$ cat src/sv/jmds_pkg.sv
// shared constants for the jet / missing-energy azimuth difference selector
// no dependencies
package jmds_pkg;

  // default parameter values
  localparam int unsigned MaxJetsDef       = 64;
  localparam int unsigned AngleFracBitsDef = 12;

  // fixed field widths
  localparam int unsigned AngleW  = 15;  // signed azimuth inputs
  localparam int unsigned IdxOutW = 6;   // index outputs
  localparam int unsigned NearW   = 16;  // nearest magnitude output
  localparam int unsigned FarW    = 14;  // farthest magnitude output
  localparam int unsigned MagW    = 15;  // any wrapped magnitude fits here

endpackage

$ cat src/sv/jmds_dphi.sv
// wrapped azimuth difference magnitude, one jet per cycle, combinational
// depends on jmds_pkg
module jmds_dphi import jmds_pkg::*; #(
  parameter int unsigned ANGLE_FRAC_BITS = AngleFracBitsDef
) (
  input  logic [AngleW-1:0] jet_azimuth_i,
  input  logic [AngleW-1:0] met_azimuth_i,
  output logic [MagW-1:0]   dphi_o
);

  localparam longint AngOne    = longint'(1) << ANGLE_FRAC_BITS;
  localparam longint WrapLimit = (314 * AngOne) / 100;
  localparam longint WrapStep  = (628 * AngOne + 50) / 100;
  localparam int     StepBits  = $clog2(WrapStep + 1);
  localparam int     DW        = (StepBits + 2 > 17) ? StepBits + 2 : 17;

  localparam logic signed [DW-1:0] LimitPos = DW'(WrapLimit);
  localparam logic signed [DW-1:0] LimitNeg = DW'(-WrapLimit);
  localparam logic signed [DW-1:0] StepS    = DW'(WrapStep);

  logic signed [DW-1:0] jet_ext;
  logic signed [DW-1:0] met_ext;
  logic signed [DW-1:0] diff;
  logic signed [DW-1:0] wrapped;
  logic signed [DW-1:0] abs_val;

  assign jet_ext = $signed({{(DW-AngleW){jet_azimuth_i[AngleW-1]}}, jet_azimuth_i});
  assign met_ext = $signed({{(DW-AngleW){met_azimuth_i[AngleW-1]}}, met_azimuth_i});
  assign diff    = jet_ext - met_ext;

  // single wrap in either direction
  always_comb begin
    priority if (diff > LimitPos) begin
      wrapped = diff - StepS;
    end else if (diff < LimitNeg) begin
      wrapped = diff + StepS;
    end else begin
      wrapped = diff;
    end
  end

  assign abs_val = wrapped[DW-1] ? -wrapped : wrapped;
  assign dphi_o  = abs_val[MagW-1:0];

endmodule

$ cat src/sv/jet_met_dphi_min_max_select.sv
// top level: nearest / farthest jet selector by azimuth difference to missing energy
// depends on jmds_pkg and jmds_dphi
//
// One jet transaction is taken every clock cycle unless input stall is high. Each
// jet goes into an input register; while it is held there its wrapped azimuth
// difference to the missing energy is formed, its magnitude is compared against
// the running smallest and largest of the event, and the event state is updated
// as it moves on. On the jet marked last the result (both indices and magnitudes,
// this jet included) is loaded into the output register, and the event state
// returns to its start values for the next event. Jets that are not last produce
// no output transaction. Ties keep the earlier jet; the jet index saturates at
// MAX_JETS-1 and is reported in its low six bits. Input stall rises only while a
// last jet is held behind an unaccepted result.
module jet_met_dphi_min_max_select import jmds_pkg::*; #(
  parameter int unsigned MAX_JETS        = MaxJetsDef,
  parameter int unsigned ANGLE_FRAC_BITS = AngleFracBitsDef
) (
  input  logic               clk_i,
  input  logic               rst_ni,
  // jet stream
  input  logic               in_valid_i,
  output logic               in_stall_o,
  input  logic [AngleW-1:0]  jet_azimuth_i,
  input  logic [AngleW-1:0]  met_azimuth_i,
  input  logic               last_jet_i,
  // event result
  output logic               out_valid_o,
  input  logic               out_stall_i,
  output logic [IdxOutW-1:0] nearest_index_o,
  output logic [NearW-1:0]   nearest_dphi_o,
  output logic [IdxOutW-1:0] farthest_index_o,
  output logic [FarW-1:0]    farthest_dphi_o
);

  localparam int     IdxW     = (MAX_JETS > 1) ? $clog2(MAX_JETS) : 1;
  localparam longint MinStart = longint'(10) << ANGLE_FRAC_BITS;
  localparam int     MinBits  = $clog2(MinStart + 1);
  localparam int     MinW     = (MinBits > NearW) ? MinBits : NearW;

  localparam logic [IdxW-1:0] IdxLast     = IdxW'(MAX_JETS - 1);
  localparam logic [MinW-1:0] MinStartVal = MinW'(MinStart);

  // input register
  logic              in_valid_q;
  logic [AngleW-1:0] jet_q;
  logic [AngleW-1:0] met_q;
  logic              last_q;

  // event state
  logic [IdxW-1:0]   cnt_q, cnt_d;
  logic [MinW-1:0]   min_val_q, min_val_d;
  logic [IdxW-1:0]   min_idx_q, min_idx_d;
  logic [MagW-1:0]   max_val_q, max_val_d;
  logic [IdxW-1:0]   max_idx_q, max_idx_d;

  // result register
  logic              out_valid_q;
  logic [IdxW-1:0]   res_min_idx_q;
  logic [MinW-1:0]   res_min_val_q;
  logic [IdxW-1:0]   res_max_idx_q;
  logic [MagW-1:0]   res_max_val_q;

  logic              fire;
  logic              in_take;
  logic [MagW-1:0]   mag;
  logic [MinW-1:0]   mag_ext;
  logic [MinW-1:0]   new_min_val;
  logic [IdxW-1:0]   new_min_idx;
  logic [MagW-1:0]   new_max_val;
  logic [IdxW-1:0]   new_max_idx;

  logic [IdxW+IdxOutW-1:0] near_idx_ext;
  logic [IdxW+IdxOutW-1:0] far_idx_ext;

  // the held jet moves on unless it is last and the result slot is busy
  assign fire       = in_valid_q & (~last_q | ~out_valid_q | ~out_stall_i);
  assign in_stall_o = in_valid_q & ~fire;
  assign in_take    = in_valid_i & ~in_stall_o;

  jmds_dphi #(
    .ANGLE_FRAC_BITS(ANGLE_FRAC_BITS)
  ) u_dphi (
    .jet_azimuth_i(jet_q),
    .met_azimuth_i(met_q),
    .dphi_o       (mag)
  );

  assign mag_ext = {{(MinW-MagW){1'b0}}, mag};

  // strict compares keep the first jet on a tie
  always_comb begin
    new_max_val = max_val_q;
    new_max_idx = max_idx_q;
    new_min_val = min_val_q;
    new_min_idx = min_idx_q;
    if (mag > max_val_q) begin
      new_max_val = mag;
      new_max_idx = cnt_q;
    end
    if (mag_ext < min_val_q) begin
      new_min_val = mag_ext;
      new_min_idx = cnt_q;
    end
  end

  always_comb begin
    cnt_d     = cnt_q;
    min_val_d = min_val_q;
    min_idx_d = min_idx_q;
    max_val_d = max_val_q;
    max_idx_d = max_idx_q;
    if (fire) begin
      if (last_q) begin
        // event done, back to start values
        cnt_d     = '0;
        min_val_d = MinStartVal;
        min_idx_d = '0;
        max_val_d = '0;
        max_idx_d = '0;
      end else begin
        min_val_d = new_min_val;
        min_idx_d = new_min_idx;
        max_val_d = new_max_val;
        max_idx_d = new_max_idx;
        // saturate at the last index
        if (cnt_q != IdxLast) begin
          cnt_d = cnt_q + 1'b1;
        end
      end
    end
  end

  // control and event state
  always_ff @(posedge clk_i or negedge rst_ni) begin
    if (!rst_ni) begin
      in_valid_q  <= 1'b0;
      out_valid_q <= 1'b0;
      cnt_q       <= '0;
      min_val_q   <= MinStartVal;
      min_idx_q   <= '0;
      max_val_q   <= '0;
      max_idx_q   <= '0;
    end else begin
      if (in_take) begin
        in_valid_q <= 1'b1;
      end else if (fire) begin
        in_valid_q <= 1'b0;
      end
      if (fire && last_q) begin
        out_valid_q <= 1'b1;
      end else if (!out_stall_i) begin
        out_valid_q <= 1'b0;
      end
      cnt_q     <= cnt_d;
      min_val_q <= min_val_d;
      min_idx_q <= min_idx_d;
      max_val_q <= max_val_d;
      max_idx_q <= max_idx_d;
    end
  end

  // payload registers, no reset
  always_ff @(posedge clk_i) begin
    if (in_take) begin
      jet_q  <= jet_azimuth_i;
      met_q  <= met_azimuth_i;
      last_q <= last_jet_i;
    end
    if (fire && last_q) begin
      res_min_idx_q <= new_min_idx;
      res_min_val_q <= new_min_val;
      res_max_idx_q <= new_max_idx;
      res_max_val_q <= new_max_val;
    end
  end

  // indices go out in their low six bits, zero padded if narrower
  assign near_idx_ext = {{IdxOutW{1'b0}}, res_min_idx_q};
  assign far_idx_ext  = {{IdxOutW{1'b0}}, res_max_idx_q};

  assign out_valid_o      = out_valid_q;
  assign nearest_index_o  = near_idx_ext[IdxOutW-1:0];
  assign nearest_dphi_o   = res_min_val_q[NearW-1:0];
  assign farthest_index_o = far_idx_ext[IdxOutW-1:0];
  assign farthest_dphi_o  = res_max_val_q[FarW-1:0];

endmodule

$ cat config.mk
export PLATFORM = sky130hd
export DESIGN_NAME = jet_met_dphi_min_max_select
export DESIGN_NICKNAME = d
export VERILOG_FILES = /design/src/sv/jmds_pkg.sv /design/src/sv/jmds_dphi.sv /design/src/sv/jet_met_dphi_min_max_select.sv
export SDC_FILE = /design/constraint.sdc
export NUM_CORES = 1
export LEC_CHECK = 0
export BUFFER_PORTS_ARGS = -buffer_cell sky130_fd_sc_hd__clkbuf_2
export CAP_MARGIN = 20
export CORE_ASPECT_RATIO = 1.2
export CORE_MARGIN = 2
export CORE_UTILIZATION = 64
export DETAILED_ROUTE_END_ITERATION = 10
export HOLD_SLACK_MARGIN = 0.02
export PLACE_DENSITY = 0.94
export SYNTH_ARGS = -nofsm -noshare
export SYNTH_HDL_FRONTEND = slang
export SYNTH_SLANG_ARGS = --single-unit
$ cat constraint.sdc
create_clock -name clk_i -period 10.8 [get_ports clk_i]
set_clock_uncertainty 0.15 [all_clocks]
set_input_delay 2.16 -clock clk_i [delete_from_list [all_inputs] [get_ports clk_i]]
set_output_delay 2.16 -clock clk_i [all_outputs]
set_load 0.005 [all_outputs]
After elaboration in Yosys (flattened, before gate mapping)
Index checks and enable logic that the tools add are counted.
{ "word_totals": {"wordCells": 56, "register_bits": 124, "in_bits": 35} }
{ "classes": {"add_sub_neg": 5, "bitwise": 10, "eq_ne": 2, "mux": 17, "n_reduce_logical": 4, "magnitude_cmp": 4} }
{ "op_table": {"columns": ["op", "count"], "rows": [
  ["$mux W15", 3],
  ["$mux W6", 6],
  ["$mux W17", 2],
  ["$mux W16", 2],
  ["$add A17 B16 Y17 const B", 1],
  ["$gt A17 B15 Y1 const B", 1],
  ["$lt A17 B15 Y1 const B", 1],
  ["$sub A17 B16 Y17 const B", 1],
  ["$lt A15 B16 Y1", 1],
  ["$sub A15 B15 Y16", 1],
  ["$gt A15 B15 Y1", 1],
  ["$neg A15 Y15", 1],
  ["$add A6 B1 Y6 const B", 1],
  ["$ne A6 B6 Y1 const B", 1],
  ["$not A1 Y1", 5],
  ["$mux W1", 4],
  ["$reduce_bool A2 Y1", 2],
  ["$and A1 B1 Y1", 3],
  ["$ne A2 B1 Y1 const B", 1],
  ["$or A1 B1 Y1", 2],
  ["$reduce_and A2 Y1", 1],
  ["$logic_and A1 B1 Y1", 1]
]} }

Longest topological paths before layout
{ "depth": {"ltp_word": 9, "mapped_depth": 34, "mapped_depth_nobuf": 31} }

Cells and area by module
Synthesis repeated with hierarchy kept, for this count alone.
{ "unflattened": {"hier_cells": 705, "area_unflattened_um2": 7574.8} }
{ "by_module_without_submodules": {"columns": ["mod", "instances", "cells_each", "area_each_um2", "seq_area_each_um2"], "rows": [
  ["jet_met_dphi_min_max_select", 1, 422, 5537.8, 3470.8],
  ["jmds_dphi", 1, 283, 2037.0, 0.0]
]} }

Worst setup path before layout
Ideal clock, no wire load.
{ "synth_path": {"kind": "reg-to-reg", "startpoint": "register jet_q[0]", "endpoint": "register res_min_idx_q[1] (netlist: nearest_index_o[1]) (data pin)", "stages_incl_launch_ff": 32, "path_slack_ns": 3.866, "t_required_ns": 10.390, "setup_time_ns": 0.260, "path_buffers": 3, "arrival_ns": 6.524, "path_cell_list": "edfxtp_1 > inv_1 > ha_1 > inv_1 > fa_1 > a21o_1 > a221o_1 > a21oi_1 > nand3_1 > or3_1 > a32oi_1 > o31a_1 > buf_6 > o22ai_1 > xnor2_1 > or4_1 > buf_2 > o31ai_1 > xnor2_1 > inv_1 > ha_1 > a21o_1 > a21o_1 > a21oi_1 > nor2b_1 > o21ai_0 > nand2b_1 > a21oi_1 > o21ai_0 > nor2_1 > clkbuf_1 > mux2_2"} }
{ "synth_between": {"elab_chain_cells": 8, "word_cells_on_any_way": 11, "classes_between": "4 x add/sub; 3 x order compare; 4 x mux"} }
{ "synth_rtl": {"columns": ["item", "line_no", "text"], "rows": [
  ["start, declared", "jet_met_dphi_min_max_select.sv:45", "logic [AngleW-1:0] jet_q;"],
  ["start signal, assigned", "jet_met_dphi_min_max_select.sv:165", "jet_q <= jet_azimuth_i;"],
  ["$sub A15 B15 Y16 (*)", "jmds_dphi.sv:29", "assign diff = jet_ext - met_ext;"],
  ["$add A17 B16 Y17 or $lt A17 B15 Y1 (tied branches)", "jmds_dphi.sv:36, jmds_dphi.sv:35", null],
  ["$mux W17", "jmds_dphi.sv:35", "end else if (diff < LimitNeg) begin"],
  ["$mux W17 (*)", "jmds_dphi.sv:33", "priority if (diff > LimitPos) begin"],
  ["$neg A15 Y15", "jmds_dphi.sv:42", "assign abs_val = wrapped[DW-1] ? -wrapped : wrapped;"],
  ["$mux W15 (*)", "jmds_dphi.sv:42", null],
  ["$lt A15 B16 Y1 (*)", "jet_met_dphi_min_max_select.sv:100", "if (mag_ext < min_val_q) begin"],
  ["$mux W6 (*)", "jet_met_dphi_min_max_select.sv:100", null],
  ["via new_min_idx[1]", "jet_met_dphi_min_max_select.sv:68", "logic [IdxW-1:0] new_min_idx;"],
  ["end signal, assigned", "jet_met_dphi_min_max_select.sv:170", "res_min_idx_q <= new_min_idx;"],
  ["end, declared", "jet_met_dphi_min_max_select.sv:58", "logic [IdxW-1:0] res_min_idx_q;"]
]} }
Mark *: on every way through the listed nets, which the timed path passes. The rest lies on a longest branch.
A chain may end at the register's enable or synchronous reset.

Worst setup path in the final report
{ "layout_path": {"startpoint": "register jet_q[0]", "endpoint": "register res_min_val_q[12] (netlist: nearest_dphi_o[12]) (data pin)"} }
{ "layout_between": {"elab_chain_cells": 8, "word_cells_on_any_way": 11, "classes_between": "4 x add/sub; 3 x order compare; 4 x mux"} }
{ "layout_rtl": {"columns": ["item", "line_no", "text"], "rows": [
  ["$sub A15 B15 Y16 (*)", "jmds_dphi.sv:29", null],
  ["$add A17 B16 Y17 or $lt A17 B15 Y1 (tied branches)", "jmds_dphi.sv:36, jmds_dphi.sv:35", null],
  ["$mux W17", "jmds_dphi.sv:35", null],
  ["$mux W17 (*)", "jmds_dphi.sv:33", null],
  ["$neg A15 Y15", "jmds_dphi.sv:42", null],
  ["$mux W15 (*)", "jmds_dphi.sv:42", null],
  ["$lt A15 B16 Y1", "jet_met_dphi_min_max_select.sv:100", null],
  ["$mux W16 (*)", "jet_met_dphi_min_max_select.sv:100", null],
  ["via new_min_val[12]", "jet_met_dphi_min_max_select.sv:67", "logic [MinW-1:0] new_min_val;"],
  ["end signal, assigned", "jet_met_dphi_min_max_select.sv:171", "res_min_val_q <= new_min_val;"],
  ["end, declared", "jet_met_dphi_min_max_select.sv:59", "logic [MinW-1:0] res_min_val_q;"]
]} }
Marked as above.

==> results.md <==
- The worst path meets setup with 2.528 ns of slack.
- After clock tree synthesis, the clock-pin slew on the worst setup and hold paths is 0.05 ns.
- The residual antenna-violating net count after detailed routing is 0.
- The fraction of synthesis flops using an asynchronous set or reset pin is 41.13%.
- After detailed routing, the total wire length is 17190 µm.
- Clock tree synthesis inserted a total of 17 buffers.
- The register-to-register setup slack is 2.53 ns.
- The relative slew slack is 29.50%.
- Combinational logic burns 47.8% of the power.
- The share of cells above drive strength 1 is 21.05%.
- The placeable core region is 11410 µm².
- The floorplan step defined a die boundary enclosing 12460 µm².
- The termination of the worst setup path is nearest_dphi_o[12].
- On the final layout, the worst hold slack is 0.3604 ns.
- Summed over all nets, the switching power comes to 967.5 µW.
- The count of boundary I/O pins is 79.
- The first global-routing pass estimated 28360 µm of wire.
- The number of clock sinks seen by CTS is 124.
- The detailed-route via count is 5895.
- The number of failing hold endpoints at the final stage came to 0.
- The wire-length estimate of the detail-placed layout is 12150 µm.
- The number of antenna violations at the first check in global routing is 0.
- The worst register-to-register path ends at nearest_dphi_o[12].
- For this run, design rule violations remaining after detail routing come to 0.
- The worst path required time is 10.82 ns.
- The start-to-end type of the worst setup path is reg -> reg.
- CTS placed an instance of sky130_fd_sc_hd__clkbuf_16 at the clock tree root.
- For this run, the slowest stage of the critical path takes 0.72 ns.
- Of the total power, registers draw 28.1%.
- The via count of the first global-routing pass is 6005.
- The insertion delay to the later sink of the worst-skew pair is 0.42 ns.
- The pre-CTS setup slack is 2.750 ns.
- The power density over cell area is 289.9 nW/µm².
- After the last flow step, the layout net total stands at 856.
- Setup repair after global routing left no endpoint under its margin.
- Tracing the worst setup path back leads to its startpoint at jet_q[0].
- The sort of element at the end of the critical path is a register.
- The cell type with the largest total area after synthesis is sky130_fd_sc_hd__edfxtp_1.
- Counting instances, the worst hold path has a depth of 1.
- In this run the horizontal extent of the chip is 102.2 µm.
- In this run the critical register-to-register path is launched from jet_q[0].
- The final-layout setup total negative slack is 0 ns.
- Across the run, the number of max-cap violations was 0.
- STA classifies the critical path startpoint as a register.
- The reported leakage power is 0.003740 µW.
- The endpoint arrival time on the critical path is 8.29 ns.
- Counting the fill cells in the layout gives 767.
- Buffers added to address setup during post-CTS repair amount to 0.
- The switching fraction of total power is 38.87%.
- The flip-flop and latch count after synthesis is 124.
- The post-synthesis instance area is 7412 µm².
- The total grt overflow is 0.
- For this design, the CTS-stage hold fixing added 0 buffers.
- For the finished layout, the period the worst path requires is 8.272 ns.
- The average detailed-routed wire length per instance is 18.27 µm.
- For this configuration, the core starts out at a cell density of 64.98%.
- The average instance in the mapped netlist occupies 10.73 µm².
- Based on the critical path, the design can be clocked at up to 0.1209 GHz.
- The number of H-tree levels is 4.
- For the worst flop-to-flop path, the logic depth is 29.
- Yosys printed 0 warnings.
- The iteration-0 DRC count of the detailed router is 394.
- The count of flip-flops with a built-in enable after synthesis is 73.
- Cell internal power was estimated by the tool at 1521 µW.
- The maximum fanout encountered on the critical timing path is 32.
- The share of the synthesized area in the top cell type is 29.57%.
- The first-pass iteration count of the detailed router is 7.
- Dividing the detail-routed via count by the number of cells gives 6.265.
- The share of the clock period used by the worst path is 76.59%.
- The total of buffers placed on input and output ports is 78.
- At the end of routability-driven placement, the weighted congestion stood at 0.9116.
- The flow ran to the end, and the final reports show no timing, DRC or antenna violations.
- The portion of total power attributed to the clock network is 24.2%.
- Counting distinct cell types in the post-synthesis netlist gives 73.
- The number of placement rows is 43.
- In the synthesized netlist the dominant register cell turns out to be sky130_fd_sc_hd__edfxtp_1.
- The signed area change from the synthesized netlist to the final layout is 15.83%.
- The setup-violating endpoint count in the final report is 0.
- The number of antenna diodes in the final layout is 0.
- The synthesized instance count is 691.
- The path category of the worst min-delay check is reg -> reg.
- In the global route stage, overall resource usage came out at 29.39%.
- Yosys attributes the largest share of cell area to sky130_fd_sc_hd__edfxtp_1 (30%), sky130_fd_sc_hd__dfrtp_1 (17%), sky130_fd_sc_hd__ha_1 (8.3%).
- The pin count of the biggest net entering global routing is 52.
- For the pin with the worst max-slew slack, the measured transition is 1.058 ns.
- TritonCTS built the clock tree.
- The most numerous cell in the Yosys netlist is sky130_fd_sc_hd__edfxtp_1.
- The count of instances resized after the clock tree is built is 0.
- The commonest cells after synthesis are sky130_fd_sc_hd__edfxtp_1 (73), sky130_fd_sc_hd__inv_1 (60), sky130_fd_sc_hd__dfrtp_1 (49), sky130_fd_sc_hd__ha_1 (49), sky130_fd_sc_hd__nor2_1 (46).
- The standard cell with the maximum stage delay on the critical path is sky130_fd_sc_hd__or4_1.
- IR analysis of the VDD net gives a maximum drop of 0.1419 mV.
- The floorplan die height is 121.9 µm.
- In this run the deepest clock path goes through 2 buffers.
- The max-slew violation count is 0.
- For this run, the register share of the synthesized area comes to 46.83%.
placed cells by master, fill, tap and decap left out, drive strengths merged, types with 4 or more instances in the layout:
master | netlist | final
a211oi | 6 | 6
a21o | 16 | 16
a21oi | 40 | 40
a22o | 27 | 27
a22oi | 5 | 5
and2 | 5 | 5
and3 | 5 | 5
buf | 12 | 10
bufinv | 0 | 4
clkbuf | 17 | 96
clkinv | 0 | 6
dfrtp | 49 | 49
edfxtp | 73 | 73
ha | 49 | 49
inv | 60 | 63
mux2 | 28 | 28
mux2i | 4 | 4
nand2 | 33 | 33
nand2b | 6 | 6
nand3 | 17 | 17
nand4 | 11 | 11
nor2 | 47 | 47
nor2b | 5 | 5
nor3 | 12 | 12
o2111ai | 4 | 4
o21a | 7 | 7
o21ai | 27 | 27
o2bb2ai | 7 | 7
o31ai | 11 | 11
o41ai | 4 | 4
or2 | 4 | 4
or3 | 5 | 5
xnor2 | 31 | 31
xor2 | 12 | 12
layout make-up:
type,instances,area (µm²),area share [%]
multi-input cells,480,3602,41.96
flip-flops and latches,124,3471,40.43
repair buffers,88,469.2,5.465
clock buffers,18,429.2,4.999
inverters,60,225.2,2.623
well taps,157,196.4,2.288
clock inverters,14,192.7,2.244
worst min-delay path by stage:
stage / start / to / slack, ns
final: min_val_q[14] / min_val_q[14] / 0.36
after global routing: min_val_q[14] / min_val_q[14] / 0.38
after CTS: min_val_q[14] / min_val_q[14] / 0.35
after detailed placement: min_val_q[14] / min_val_q[14] / 0.33
after global placement: min_val_q[14] / min_val_q[14] / 0.32
after floorplan: min_val_q[14] / min_val_q[14] / 0.30
critical path, delay by kind of cell (launching register included):
kind	cells	cell delay (ns)
compound gates	14	3.68
simple gates	4	1.09
fa+ha+maj	3	0.97
xor+xnor	3	0.71
buf+inv	4	0.66
mux	1	0.40
flops	1	0.36
power groups by stage:
| stage | clock, µW | sequential (µW) | combinational, µW |
|---|---|---|---|
| CTS | 606 | 696 | 1160 |
| finish | 602 | 698 | 1190 |
| floorplan | 0 | 691 | 829 |
| global placement | 0 | 699 | 1090 |
| global route | 628 | 708 | 1300 |
| detailed placement | 0 | 703 | 1150 |
per-stage QoR:
stage | cells | total power [µW] | area [µm²] | utilization, %
6_report | 941 | 2489 | 8586 | 75.27
5_1_grt | 941 | 2639 | 8586 | 75.27
4_1_cts | 941 | 2466 | 8586 | 75.27
3_5_place_dp | 909 | 1849 | 7964 | 69.82
3_3_place_gp | 908 | 1787 | 7953 | 69.72
2_1_floorplan | 693 | 1521 | 7420 | -
state kept, by name (all words and copies together), names as in the netlist, 14 cells and up:
| signal | flops |
|---|---|
| nearest_dphi_o | 16 |
| met_q | 15 |
| jet_q | 15 |
| max_val_q | 15 |
| res_max_val_q | 14 |
| min_val_q | 16 |
kinds of logic after synthesis:
kind of cell	after synthesis	synth area share, %
flops	124	46.83
other cells	1	0.05059
mux	32	4.794
fa+ha+maj	50	8.542
buf+inv	89	4.862
compound gates	190	19.01
xor+xnor	43	5.182
simple gates	162	10.74
layer usage:
layer | routed length, µm | up-vias | track usage [%]
li1 | - | 2720 | -
met1 | 6544 | 2831 | 34.46
met2 | 8932 | 286 | 50.58
met3 | 1113 | 58 | 5.795
met4 | 600 | 0 | 15.42
met5 | 0 | - | 0
No activity file was read; power rests on OpenSTA's default activity.
